==> config.mk <==
export PLATFORM = sky130hd
export DESIGN_NAME = vdh_ctrl
export DESIGN_NICKNAME = d
export VERILOG_FILES = /design/src/hdl/vdh_pkg.sv /design/src/hdl/vdh_ctrl.sv
export SDC_FILE = /design/constraint.sdc
export NUM_CORES = 1
export LEC_CHECK = 0
export BUFFER_PORTS_ARGS = -buffer_cell sky130_fd_sc_hd__clkbuf_2
export CELL_PAD_IN_SITES_DETAIL_PLACEMENT = 1
export CELL_PAD_IN_SITES_GLOBAL_PLACEMENT = 1
export CORE_AREA = 4 4 41 43
export DETAILED_ROUTE_END_ITERATION = 6
export DIE_AREA = 0 0 45 47
export PLACE_DENSITY_LB_ADDON = 0.1
export SETUP_SLACK_MARGIN = 0.4
export SLEW_MARGIN = 20
export SYNTH_ARGS = -nofsm -noshare
export SYNTH_HDL_FRONTEND = slang
export SYNTH_SLANG_ARGS = --single-unit
==> constraint.sdc <==
create_clock -name i_clk -period 2.1 [get_ports i_clk]
set_input_delay 0.21 -clock i_clk [delete_from_list [all_inputs] [get_ports i_clk]]
set_output_delay 0.21 -clock i_clk [all_outputs]
set_load 0.01 [all_outputs]
==> src/hdl/vdh_pkg.sv <==
`timescale 1ns / 1ps

package vdh_pkg;

    // Store geometry
    localparam int ROW_COUNT = 512;
    localparam int BIN_COUNT = 256;
    localparam int DEPTH     = ROW_COUNT * BIN_COUNT;
    localparam int ADDR_W    = (DEPTH > 1) ? $clog2(DEPTH) : 1;

    // Field widths
    localparam int ACTION_W  = 2;
    localparam int ROW_W     = 9;
    localparam int DISP_W    = 8;
    localparam int COUNT_W   = 8;
    localparam int CFG_IDX_W = 1;
    localparam int CFG_W     = 8;

    localparam logic [COUNT_W-1:0] COUNT_MAX   = 8'd255;
    localparam logic [CFG_W-1:0]   LOWER_RESET = 8'd0;
    localparam logic [CFG_W-1:0]   UPPER_RESET = 8'd225;

    typedef enum logic [ACTION_W-1:0] {
        ACT_CLEAR = 2'd0,
        ACT_ACCUM = 2'd1,
        ACT_READ  = 2'd2
    } t_action;

    typedef enum logic [CFG_IDX_W-1:0] {
        REG_LOWER = 1'b0,
        REG_UPPER = 1'b1
    } t_cfg_reg;

    typedef enum logic [2:0] {
        S_CLEAR,
        S_IDLE,
        S_ACC_RD,
        S_ACC_WR,
        S_RD_MEM,
        S_RD_OUT
    } t_state;

    typedef struct packed {
        logic load_item;
        logic mem_rd;
        logic mem_inc;
        logic clr_step;
        logic out_load;
    } t_cmd;

    typedef struct packed {
        logic acc_hit;
        logic clr_last;
        logic out_free;
    } t_status;

endpackage

==> src/hdl/vdh_ctrl.sv <==
`timescale 1ns / 1ps

module vdh_ctrl (
    input  logic                         i_clk,
    input  logic                         i_rst_n,
    input  logic                         i_item_valid,
    input  logic [vdh_pkg::ACTION_W-1:0] i_item_action,
    output logic                         o_item_ready,
    input  vdh_pkg::t_status             i_status,
    output vdh_pkg::t_cmd                o_cmd
);

    vdh_pkg::t_state r_state;
    vdh_pkg::t_state n_state;

    always_ff @(posedge i_clk) begin
        if (!i_rst_n) begin
            r_state <= vdh_pkg::S_CLEAR;
        end else begin
            r_state <= n_state;
        end
    end

    always_comb begin
        n_state      = r_state;
        o_cmd        = '0;
        o_item_ready = 1'b0;
        case (r_state)
            vdh_pkg::S_CLEAR: begin
                o_cmd.clr_step = 1'b1;
                if (i_status.clr_last) begin
                    n_state = vdh_pkg::S_IDLE;
                end
            end
            vdh_pkg::S_IDLE: begin
                o_item_ready = 1'b1;
                if (i_item_valid) begin
                    o_cmd.load_item = 1'b1;
                    case (i_item_action)
                        vdh_pkg::ACT_CLEAR: n_state = vdh_pkg::S_CLEAR;
                        vdh_pkg::ACT_ACCUM: begin
                            if (i_status.acc_hit) begin
                                n_state = vdh_pkg::S_ACC_RD;
                            end
                        end
                        vdh_pkg::ACT_READ:  n_state = vdh_pkg::S_RD_MEM;
                        default:            n_state = vdh_pkg::S_IDLE;
                    endcase
                end
            end
            vdh_pkg::S_ACC_RD: begin
                o_cmd.mem_rd = 1'b1;
                n_state      = vdh_pkg::S_ACC_WR;
            end
            vdh_pkg::S_ACC_WR: begin
                o_cmd.mem_inc = 1'b1;
                n_state       = vdh_pkg::S_IDLE;
            end
            vdh_pkg::S_RD_MEM: begin
                o_cmd.mem_rd = 1'b1;
                n_state      = vdh_pkg::S_RD_OUT;
            end
            vdh_pkg::S_RD_OUT: begin
                // hold until the previous result has been transferred
                if (i_status.out_free) begin
                    o_cmd.out_load = 1'b1;
                    n_state        = vdh_pkg::S_IDLE;
                end
            end
            default: n_state = vdh_pkg::S_IDLE;
        endcase
    end

endmodule

After elaboration in Yosys (flattened, before gate mapping)
Cells that the tools add are included.

word-level totals
  flip-flop bits (word level) = 3
  input port bits = 8
  logic and storage cells = 30

operators by class
  reduce and logical (&&, ||, !) cells = 4
  muxes and demuxes = 14
  equality and inequality tests = 11

operators with widths
  kind                                                                    number
  3-bit case mux with 5 select lines                                      1
  3-bit 2-to-1 mux                                                        4
  3-bit case mux with 3 select lines                                      1
  1-bit 2-to-1 mux                                                        8
  3-bit by 2-bit equality test with 1-bit output (second input constant)  2
  3-bit equality test (second input constant)                             2
  2-bit != test (second input constant)                                   3
  4-bit AND reduction                                                     1
  3-bit by 1-bit equality test with 1-bit output (second input constant)  1
  3-bit zero test                                                         1
  3-bit != test (second input constant)                                   1
  2-bit by 1-bit equality test with 1-bit output (second input constant)  1
  2-bit equality test (second input constant)                             1
  2-bit zero test                                                         1
  2-bit OR reduction                                                      1

Logic depth before layout (Yosys ltp)
Gate-level depths: netlist of the first run.

  depth in word-level cells = 4
  depth in mapped cells = 4
  depth with buffers taken out = 3

Worst setup path after synthesis of the first run
Ideal clock, no wire load.

  path kind = register to output
  start point = register r_state[2]
  end point = output port o_cmd[4] (netlist name)
  cell stages (with the launch flop) = 4
  path buffers = 1
  arrival = 0.908 ns
  setup slack = 0.982 ns
  path through = dfxtp_1 > buf_6 > nor3b_2 > and2_1

RTL lines
  item                      line            text
  start: declaration        vdh_ctrl.sv:13  vdh_pkg::t_state r_state;
  start signal: assignment  vdh_ctrl.sv:18  r_state <= vdh_pkg::S_CLEAR;
  start signal: assignment  vdh_ctrl.sv:20  r_state <= n_state;
  end: declaration          vdh_ctrl.sv:10  output vdh_pkg::t_cmd o_cmd

==> results.py, run 1 <==
metrics = {
    "yosys": {
        "synth_area_per_cell_um2": 9.709,
        "ys_ff_latch": 3,
        "synth_top_cell_by_area": "dfxtp_1",
        "synth_edf_count": 0,
        "syn_nets": 33,
        "yosysTopAreaCellShare_pct": 24.74,
        "synth_top_cells_by_count": "dfxtp_1 (3), nor3b_2 (3), and4bb_1 (2), buf_6 (2)",
        "synth.yosys.seq_area_share_pct": 24.74,
        "async_reset_ff_share_pct": 0,
        "synth_ff_type": "dfxtp_1",
        "netlist_area_um2": 242.7,
        "synth.distinct_cells": 19,
        "ys_warn_count": 0,
        "synthTopCellsByArea": "dfxtp_1 (25%), nor3b_2 (15%), and4bb_1 (10%), buf_6 (9.3%), a21oi_2 (3.6%)",
        "synthCells": 25,
    },
    "cts": {
        "clk_pin_slew_ps": 40,
        "cts_resized": 0,
        "tritoncts": "done",
        "numClockSinks": 3,
        "ctsHtreeMaxLevel": 1,
        "cts_max_path_buffers": 2,
        "cts_setup_buffers": 0,
        "holdBufCountCts": 0,
        "clockRootBuffer": "clkbuf_4",
        "worst_skew_pair.late_latency_ps": 230,
        "cts-buffers-inserted": 3,
    },
    "power_and_ir_drop": {
        "pwr-share-seq_pct": 33.1,
        "p_clk_share_pct": 50.9,
        "p_int_w": 0.0001482,
        "p_leak_nw": 0.1496,
        "power.total_w": 0.0001989,
        "netSwitchingFraction_pct": 25.49,
        "power_switching_w": 0.00005070,
        "peakVddDrop_v": 0.0001190,
        "p_per_area_mw_per_mm2": 616.3,
        "pwr-share-comb_pct": 16.0,
    },
    "placed_design": {
        "hpwl_um": 518.2,
        "post-place-ws_ps": 853.0,
        "gp_congestion": 0.7062,
        "place_inst": 50,
        "io_buffers": 13,
    },
    "detailed_routing": {
        "drt_wl_total_um": 655,
        "drt-pass1-iter-count": 2,
        "drt_iter0_drc": 2,
        "drt-vias-per-instance": 4.204,
        "drc": 0,
        "wl_per_cell_um": 12.13,
        "vias": 227,
        "ant_nets": 0,
    },
    "sta": {
        "finalCriticalPeriod_ps": 1472,
        "slew_headroom_pct": 74.54,
        "fin_setup_tns_ps": 0,
        "fmax_mhz": 679.1,
        "rsz0062_at_grt": "false",
        "setup_viol": 0,
        "setup_ws_ps": 627.5,
        "finClkSkew_ps": 2.834,
        "slew_violations": 0,
        "min_period_over_period_pct": 70.12,
        "tightest_slew_ps": 376.9,
        "timing.final.hold_violations": 0,
    },
    "worst_setup_path": {
        "crit_buf_inv": 1,
        "crit_chain": "nor3b_2 > and2_1 > clkbuf_2",
        "cp.arrival_ps": 1260,
        "required_ps": 1890,
        "cp_slowest_cell": "dfxtp_1",
        "rr_worst_depth": 3,
        "crit_fanout": 9,
        "worst-setup-path-type": "reg -> out",
        "critPathTopFamily": "flip-flops",
        "crit_path_max_incr_delay_ps": 470,
        "cp-end-kind": "primary output",
        "crit_cells": 3,
        "worstSetupStartpointType": "flop",
    },
    "layout": {
        "largestRegisters": "r_state (3)",
        "final_cells": 54,
        "syn_to_final_growth_pct": 32.99,
        "fillCellCount": 164,
        "regMostFlops": "r_state",
        "nets": 48,
        "final_util_pct": 24.81,
        "layout-drive-gt1-share_pct": 51.28,
        "diodes": 0,
        "largest_register_ffs": 3,
    },
    "floorplanning": {
        "boundaryPins": 14,
        "rows": 13,
        "die_area_mm2": 0.002115,
        "start_util_pct": 18.65,
        "coreArea_mm2": 0.001301,
        "die_x_um": 45,
        "die_h_um": 47,
    },
    "global_routing": {
        "use_met1_pct": 9.276,
        "busiest_layer": "met1",
        "met3_usage_pct": 2.299,
        "grt_usage_pct": 6.861,
        "antenna_found_initial": 0,
        "grt_max_degree": 10,
        "grt_pass1_wl_mm": 1.014,
        "use_met2_pct": 8.757,
        "grt_pass1_vias": 252,
        "overflow": 0,
    },
    "min_path": {
        "hold_depth": 3,
        "hold_class": "in -> reg",
    },
    "run_status": {
        "status": "finished clean",
    },
    "flow_run": {
        "drv_cap": 0,
    },
}
final timing paths:
kind | slack [ps] | end | startpoint
hold / removal | 230 | r_state[0]$_SDFFE_PN0P_ | i_rst_n
setup / recovery | 630 | o_cmd[4] | r_state[0]$_SDFFE_PN0P_
setup reg to reg | 940 | r_state[1]$_SDFFE_PN0P_ | r_state[1]$_SDFFE_PN0P_
hold reg to reg | 660 | r_state[2]$_SDFFE_PN0P_ | r_state[1]$_SDFFE_PN0P_
cell usage in the layout (no fill, tap or decap):
cell       n
dfxtp_1    3
nor3_1     1
a22oi_1    1
clkbuf_1   1
nor3b_1    1
and2_1     1
clkbuf_2  13
a31oi_1    1
o21ai_0    1
nor3b_2    3
clkbuf_4   3
o41ai_1    1
nand2_1    1
and3b_1    1
inv_1      1
nor2_1     1
nor2b_1    1
a21oi_2    1
xnor2_1    1
and4bb_1   2
cells by family (layout without fill, tap and decap cells):
| family | after synthesis | in the layout | share of synthesized area (%) |
|---|---|---|---|
| buffers and inverters | 4 | 18 | 13.92 |
| AND/OR/NAND/NOR | 12 | 12 | 42.78 |
| flip-flops | 3 | 3 | 24.74 |
| AO/OA/AOI/OAI | 5 | 5 | 14.95 |
| XOR/XNOR | 1 | 1 | 3.609 |
area by class of cell:
type	count	area [µm²]	area share, %
Tap cell	15	18.77	5.814
Clock buffer	4	26.28	8.140
Multi-Input combinational cell	18	148.9	46.12
Inverter	1	3.754	1.163
Sequential cell	3	60.06	18.60
Timing Repair Buffer	13	65.06	20.16
layer usage:
metal	share of wire [%]	up-vias	routed length (µm)
li1	-	117	-
met1	48	99	314
met2	44	11	285
met3	8.4	0	55
met4	0	0	0
met5	0	-	0
metrics by stage:
| step | area, µm² | hold slack, ps |
|---|---|---|
| 6_report | 322.8 | 231.9 |
| 5_1_grt | 322.8 | 256.8 |
| 4_1_cts | 322.8 | 230.7 |
| 3_5_place_dp | 296.5 | 478.9 |
| 3_3_place_gp | 296.5 | 478.6 |
| 2_1_floorplan | 242.7 | 345.6 |
power groups by stage:
stage / clock network [W] / registers (W) / logic, W
after global placement: 0 / 0.0000665 / 0.0000323
after CTS: 0.000106 / 0.0000659 / 0.0000327
final: 0.000101 / 0.0000658 / 0.0000319
after detailed placement: 0 / 0.0000668 / 0.0000326
after global routing: 0.000104 / 0.0000666 / 0.0000354
after floorplan: 0 / 0.0000613 / 0.0000247
worst register-to-register path, cell delays in order, from the launching register on:
cell	delay, ps
dfxtp_1	520
and4bb_1	230
a31oi_1	210
nor3b_2	70
Power figures use the tool's default switching activity.
==> run 2: changes to the inputs <==
Clock period 2.1 ns to 1.5 ns, I/O delays scaled along.
==> results.py, run 2 (synthesis results as in run 1) <==
metrics = {
    "worst_setup_path": {
        "worst-setup-path-type": "reg -> out",
        "crit_path_max_incr_delay_ps": 370,
        "crit_buf_inv": 1,
        "cp-end-kind": "primary output",
        "startpoint": "r_state[1]$_SDFFE_PN0P_",
        "crit_fanout": 6,
        "required_ps": 1350,
        "critPathTopFamily": "flip-flops",
        "r2r-start": "r_state[2]$_SDFFE_PN0P_",
        "cp.arrival_ps": 1070,
        "cp_slowest_cell": "dfxtp_4",
        "worstSetupStartpointType": "flop",
        "crit_chain": "nor3b_4 > and2_4 > buf_6",
    },
    "cts": {
        "cts_max_path_buffers": 2,
        "ctsHtreeMaxLevel": 1,
        "clk_pin_slew_ps": 40,
        "worst_skew_pair.late_latency_ps": 240,
        "cts-buffers-inserted": 3,
        "numClockSinks": 3,
        "holdBufCountCts": 0,
        "tritoncts": "done",
        "clockRootBuffer": "clkbuf_4",
    },
    "sta": {
        "fmax_mhz": 816.4,
        "fin_setup_tns_ps": 0,
        "tightest_slew_ps": 276.9,
        "rsz0062_at_grt": "true",
        "finalCriticalPeriod_ps": 1225,
        "slew_headroom_pct": 81.34,
        "finClkSkew_ps": 9.396,
        "min_period_over_period_pct": 81.66,
        "timing.final.hold_violations": 0,
        "slew_violations": 0,
        "setup_viol": 0,
    },
    "global_routing": {
        "overflow": 0,
        "antenna_found_initial": 0,
        "grt_pass1_wl_mm": 1.248,
        "grt_usage_pct": 8.438,
        "grt_pass1_vias": 306,
        "grt_max_degree": 8,
    },
    "detailed_routing": {
        "ant_nets": 0,
        "drt_iter0_drc": 3,
        "drt_wl_total_um": 762,
        "vias": 271,
        "wl_per_cell_um": 12.10,
        "drt-vias-per-instance": 4.302,
        "drt-pass1-iter-count": 2,
        "drc": 0,
    },
    "placed_design": {
        "gp_congestion": 0.6825,
        "io_buffers": 13,
        "hpwl_um": 515.7,
    },
    "min_path": {
        "hold_class": "in -> reg",
        "min_from": "i_rst_n",
    },
    "power_and_ir_drop": {
        "p_leak_nw": 0.2104,
        "power.total_w": 0.0003153,
        "peakVddDrop_v": 0.0002958,
        "p_per_area_mw_per_mm2": 718.0,
    },
    "layout": {
        "layout-drive-gt1-share_pct": 72.92,
        "nets": 57,
        "syn_to_final_growth_pct": 80.93,
        "largestRegisters": "r_state (3)",
        "largest_register_ffs": 3,
        "regMostFlops": "r_state",
        "final_cell_mix": "clkbuf_2 (9), buf_4 (8), clkbuf_4 (3), buf_6 (3), dfxtp_4 (3)",
        "diodes": 0,
        "final_common_cell": "clkbuf_2",
    },
    "floorplanning": {
        "die_x_um": 45,
        "die_h_um": 47,
        "die_area_mm2": 0.002115,
        "boundaryPins": 14,
        "coreArea_mm2": 0.001301,
        "rows": 13,
        "start_util_pct": 18.65,
    },
    "flow_run": {
        "drv_cap": 0,
    },
    "run_status": {
        "status": "finished clean",
    },
}
[run 2: changes by cell type in the layout (fill, tap and decap cells not counted), moves of 2 or more]
| cell | change |
|---|---|
| buf_6 | +3 |
| dfxtp_1 | -3 |
| buf_2 | +2 |
| buf_4 | +8 |
| clkbuf_2 | -4 |
| dfxtp_4 | +3 |
[run 2: what timing repair did]
item                       in CTS  in global routing
gates resized for setup         8                  8
setup endpoints to repair       8                  8
setup buffers                   8                  1
pin swaps                       1                  2
[run 2: layout make-up]
cell class | count | area [µm²]
tap | 15 | 18.77
multi-input combinational | 18 | 170.2
sequential | 3 | 71.32
clock buffer | 4 | 26.28
inverter | 1 | 3.754
timing repair buffer | 22 | 148.9
fill | 164 | 862.1
[run 2: power breakdown]
part / leakage, nW / switching [W] / internal, W
clock: 0.0150 / 0.0000507 / 0.000100
combinational: 0.169 / 0.0000295 / 0.0000480
sequential: 0.0266 / 0.00000585 / 0.0000809
total: 0.210 / 0.0000861 / 0.000229
[run 2: path summary, 6_finish.rpt]
kind              depth (start not counted)                      end  slack, ps
setup / recovery                          3                 o_cmd[4]        280
hold / removal                            3  r_state[0]$_SDFFE_PN0P_        120
setup reg to reg                          4  r_state[2]$_SDFFE_PN0P_        430
hold reg to reg                           2  r_state[1]$_SDFFE_PN0P_        590
[run 2: metrics by stage]
| step | area [µm²] | hold slack (ps) | utilization (%) | instances | setup WS (ps) |
|---|---|---|---|---|---|
| global placement | 299.0 | 425.9 | 22.98 | 50 | 351.7 |
| CTS | 407.9 | 145.4 | 31.35 | 62 | 253.0 |
| detailed placement | 299.0 | 410.8 | 22.98 | 50 | 359.3 |
| finish | 439.2 | 123.8 | 33.75 | 63 | 275.2 |
| global route | 439.2 | 127.3 | 33.75 | 63 | 231.7 |
| floorplan | 245.2 | 285.6 | - | 25 | 434.7 |
[run 2: layer usage]
layer	wire (µm)	track usage, %	vias to the layer above	part of all wire, %
met5	0	0	-	0
met1	325	9.502	122	43
met3	43	4.598	2	5.6
met4	8	3.509	0	1.0
li1	-	-	135	-
met2	385	13.28	12	51
[run 2: worst min-delay path, stage by stage]
cell and delay, ps:
clkbuf_2 100, o41ai_2 50, a21oi_2 30
==> run 3: changes to the inputs <==
Settings changed: ABC_AREA set to 1.
Clock period 1.5 ns to 1.1 ns, I/O delays scaled along.
==> results.py, run 3 <==
metrics = {
    "layout": {
        "final_common_cell": "nand2_1",
        "layout-drive-gt1-share_pct": 63.38,
        "largest_register_ffs": 3,
        "nets": 80,
        "final_cell_mix": "nand2_1 (8), nand2_2 (7), inv_1 (7), clkbuf_2 (7)",
        "fillCellCount": 186,
        "diodes": 0,
        "syn_to_final_growth_pct": 78.88,
        "regMostFlops": "r_state",
        "largestRegisters": "r_state (3)",
    },
    "worst_setup_path": {
        "r2r-start": "r_state[2]$_SDFFE_PN0P_",
        "startpoint": "r_state[2]$_SDFFE_PN0P_",
        "cp.arrival_ps": 1020,
        "crit_fanout": 6,
        "required_ps": 990,
        "worst-setup-path-type": "reg -> out",
        "cp-end-kind": "primary output",
        "worstSetupStartpointType": "flop",
        "r2r-end": "r_state[2]$_SDFFE_PN0P_",
        "reg2reg_slack_ps": 30,
        "rr_worst_depth": 8,
    },
    "yosys": {
        "synth_top_cell_by_area": "dfxtp_1",
        "synth_top_cells_by_count": "nand2_1 (14), inv_1 (9), nor2_1 (7)",
        "synth_edf_count": 0,
        "synth.most_common_cell": "nand2_1",
        "synthTopCellsByArea": "dfxtp_1 (21%), nand2_1 (18%), inv_1 (12%), nor2_1 (9.1%), nand3_4 (6.0%)",
        "synthMuxAreaShare_pct": 0,
        "synth.yosys.seq_area_share_pct": 20.69,
        "syn_nets": 59,
        "yosysTopAreaCellShare_pct": 20.69,
        "ys_ff_latch": 3,
        "synth.distinct_cells": 15,
        "async_reset_ff_share_pct": 0,
        "synth_ff_type": "dfxtp_1",
        "synth_xor_area_share_pct": 0,
        "synthAdderAreaFrac_pct": 0,
        "synth_area_per_cell_um2": 5.692,
        "synth_top_family_by_area": "simple AND/OR/NAND/NOR gates",
        "synth-compound-area-share_pct": 1.724,
        "netlist_area_um2": 290.3,
        "ys_warn_count": 0,
        "synthCells": 51,
        "synthSimpleGateAreaFrac_pct": 62.07,
    },
    "sta": {
        "slew_headroom_pct": 86.24,
        "finClkSkew_ps": 1.366,
        "slew_violations": 0,
        "timing.final.hold_violations": 0,
        "rsz0062_at_grt": "true",
        "min_period_over_period_pct": 102.4,
        "tightest_slew_ps": 205.7,
        "finalCriticalPeriod_ps": 1126,
        "setup_ws_ps": -26.14,
        "fmax_mhz": 888.0,
        "setup_viol": 4,
        "timing.hold.ws_ps": 102.6,
    },
    "detailed_routing": {
        "ant_nets": 0,
        "drt-pass1-iter-count": 1,
        "drt_iter0_drc": 0,
        "wl_per_cell_um": 9.767,
        "vias": 377,
        "drt_wl_total_um": 840,
        "drt-vias-per-instance": 4.384,
        "drc": 0,
    },
    "power_and_ir_drop": {
        "pwr-share-seq_pct": 22.8,
        "p_leak_nw": 0.2860,
        "pwr-share-comb_pct": 50.5,
        "p_clk_share_pct": 26.7,
        "netSwitchingFraction_pct": 39.69,
        "peakVddDrop_v": 0.0004311,
        "p_per_area_mw_per_mm2": 1419,
        "p_int_w": 0.0004444,
        "power_switching_w": 0.0002924,
    },
    "placed_design": {
        "hpwl_um": 630.3,
        "io_buffers": 13,
        "post-place-ws_ps": 39.44,
        "gp_congestion": 0.6901,
    },
    "floorplanning": {
        "coreArea_mm2": 0.001301,
        "boundaryPins": 14,
        "rows": 13,
        "die_x_um": 45,
        "start_util_pct": 22.31,
        "die_h_um": 47,
        "die_area_mm2": 0.002115,
    },
    "cts": {
        "cts-buffers-inserted": 3,
        "tritoncts": "done",
        "numClockSinks": 3,
        "clockRootBuffer": "clkbuf_4",
        "holdBufCountCts": 0,
        "cts_max_path_buffers": 2,
        "ctsHtreeMaxLevel": 1,
        "worst_skew_pair.late_latency_ps": 230,
        "clk_pin_slew_ps": 40,
    },
    "global_routing": {
        "grt_pass1_wl_mm": 1.400,
        "grt_max_degree": 7,
        "antenna_found_initial": 0,
        "grt_usage_pct": 8.998,
        "overflow": 0,
        "grt_pass1_vias": 355,
    },
    "min_path": {
        "whs_endpoint": "r_state[1]$_SDFFE_PN0P_",
        "hold_class": "in -> reg",
        "hold_depth": 3,
        "min_from": "i_rst_n",
    },
    "run_status": {
        "violations": "setup timing",
        "status": "complete, but fails checks",
    },
    "flow_run": {
        "drv_cap": 0,
    },
}
-- run 3: changes by cell type in the layout (fill, tap and decap cells not counted), moves of 3 or more --
cell / change
buf_4: -8
nand2_1: +7
nand2_2: +7
inv_1: +6
nand3_2: +4
nor2_1: +4
nor2_4: +3
-- run 3: power groups by stage --
stage                     Sequential, W  Combinational, W  Clock [W]
after floorplan                0.000156          0.000183          0
after global placement         0.000165          0.000257          0
after detailed placement       0.000161          0.000255          0
after CTS                      0.000160          0.000306   0.000206
after global routing           0.000171          0.000421   0.000215
final                          0.000168          0.000372   0.000197
-- run 3: cell type report --
class	instances	area (µm²)	area share (%)
clock buffer	4	26.28	5.060
inverter	12	55.05	10.60
multi-input combinational	36	236.5	45.54
sequential	3	71.32	13.73
tap	15	18.77	3.614
timing repair buffer	16	111.4	21.45
-- run 3: how the worst max path moves through the flow --
stage	to	slack (ps)	cells past startpoint
2_1_floorplan	r_state[2]$_SDFFE_PN0P_	120	8
3_3_place_gp	r_state[2]$_SDFFE_PN0P_	30	8
3_5_place_dp	r_state[2]$_SDFFE_PN0P_	40	8
4_1_cts	o_cmd[3]	-70	4
5_1_grt	o_cmd[4]	-100	4
6_report	o_cmd[4]	-30	4
-- run 3: cells by family after synthesis --
group	count (synthesis)
simple gates	35
compound gates	1
buf+inv	12
flops	3
-- run 3: metal layers --
metal,track usage (%),share of wire [%],wire [µm],vias to the layer above
li1,-,-,-,200
met1,12.24,44,366,163
met2,13.56,47,395,12
met3,2.299,7.9,66,2
met4,3.509,1.4,12,0
met5,0,0,0,-
-- run 3: timing repair --
action / in CTS / in global routing
cloned: 0 / 0
pin swaps: 3 / 11
endpoints found under the hold margin: 0 / 0
endpoints found under the setup margin: 9 / 9
gates resized for setup: 6 / 22
setup buffers: 3 / 0
-- run 3: stage by stage --
| stage | instance area [µm²] | cells | power [W] | setup TNS [ps] | util (%) |
|---|---|---|---|---|---|
| 2_1_floorplan | 312.8 | 51 | 0.0003387 | 0 | - |
| 3_3_place_gp | 396.6 | 79 | 0.0004217 | 0 | 30.48 |
| 3_5_place_dp | 396.6 | 79 | 0.0004162 | 0 | 30.48 |
| 4_1_cts | 459.2 | 86 | 0.0006721 | -189.5 | 35.29 |
| 5_1_grt | 519.2 | 86 | 0.0008068 | -595.6 | 39.90 |
| 6_report | 519.2 | 86 | 0.0007369 | -60.55 | 39.90 |
-- run 3: critical path, stage by stage, from the launching register on --
cell	delay, ps
dfxtp_4	360
inv_6	80
nand3_4	120
nor2_2	90
buf_2	130
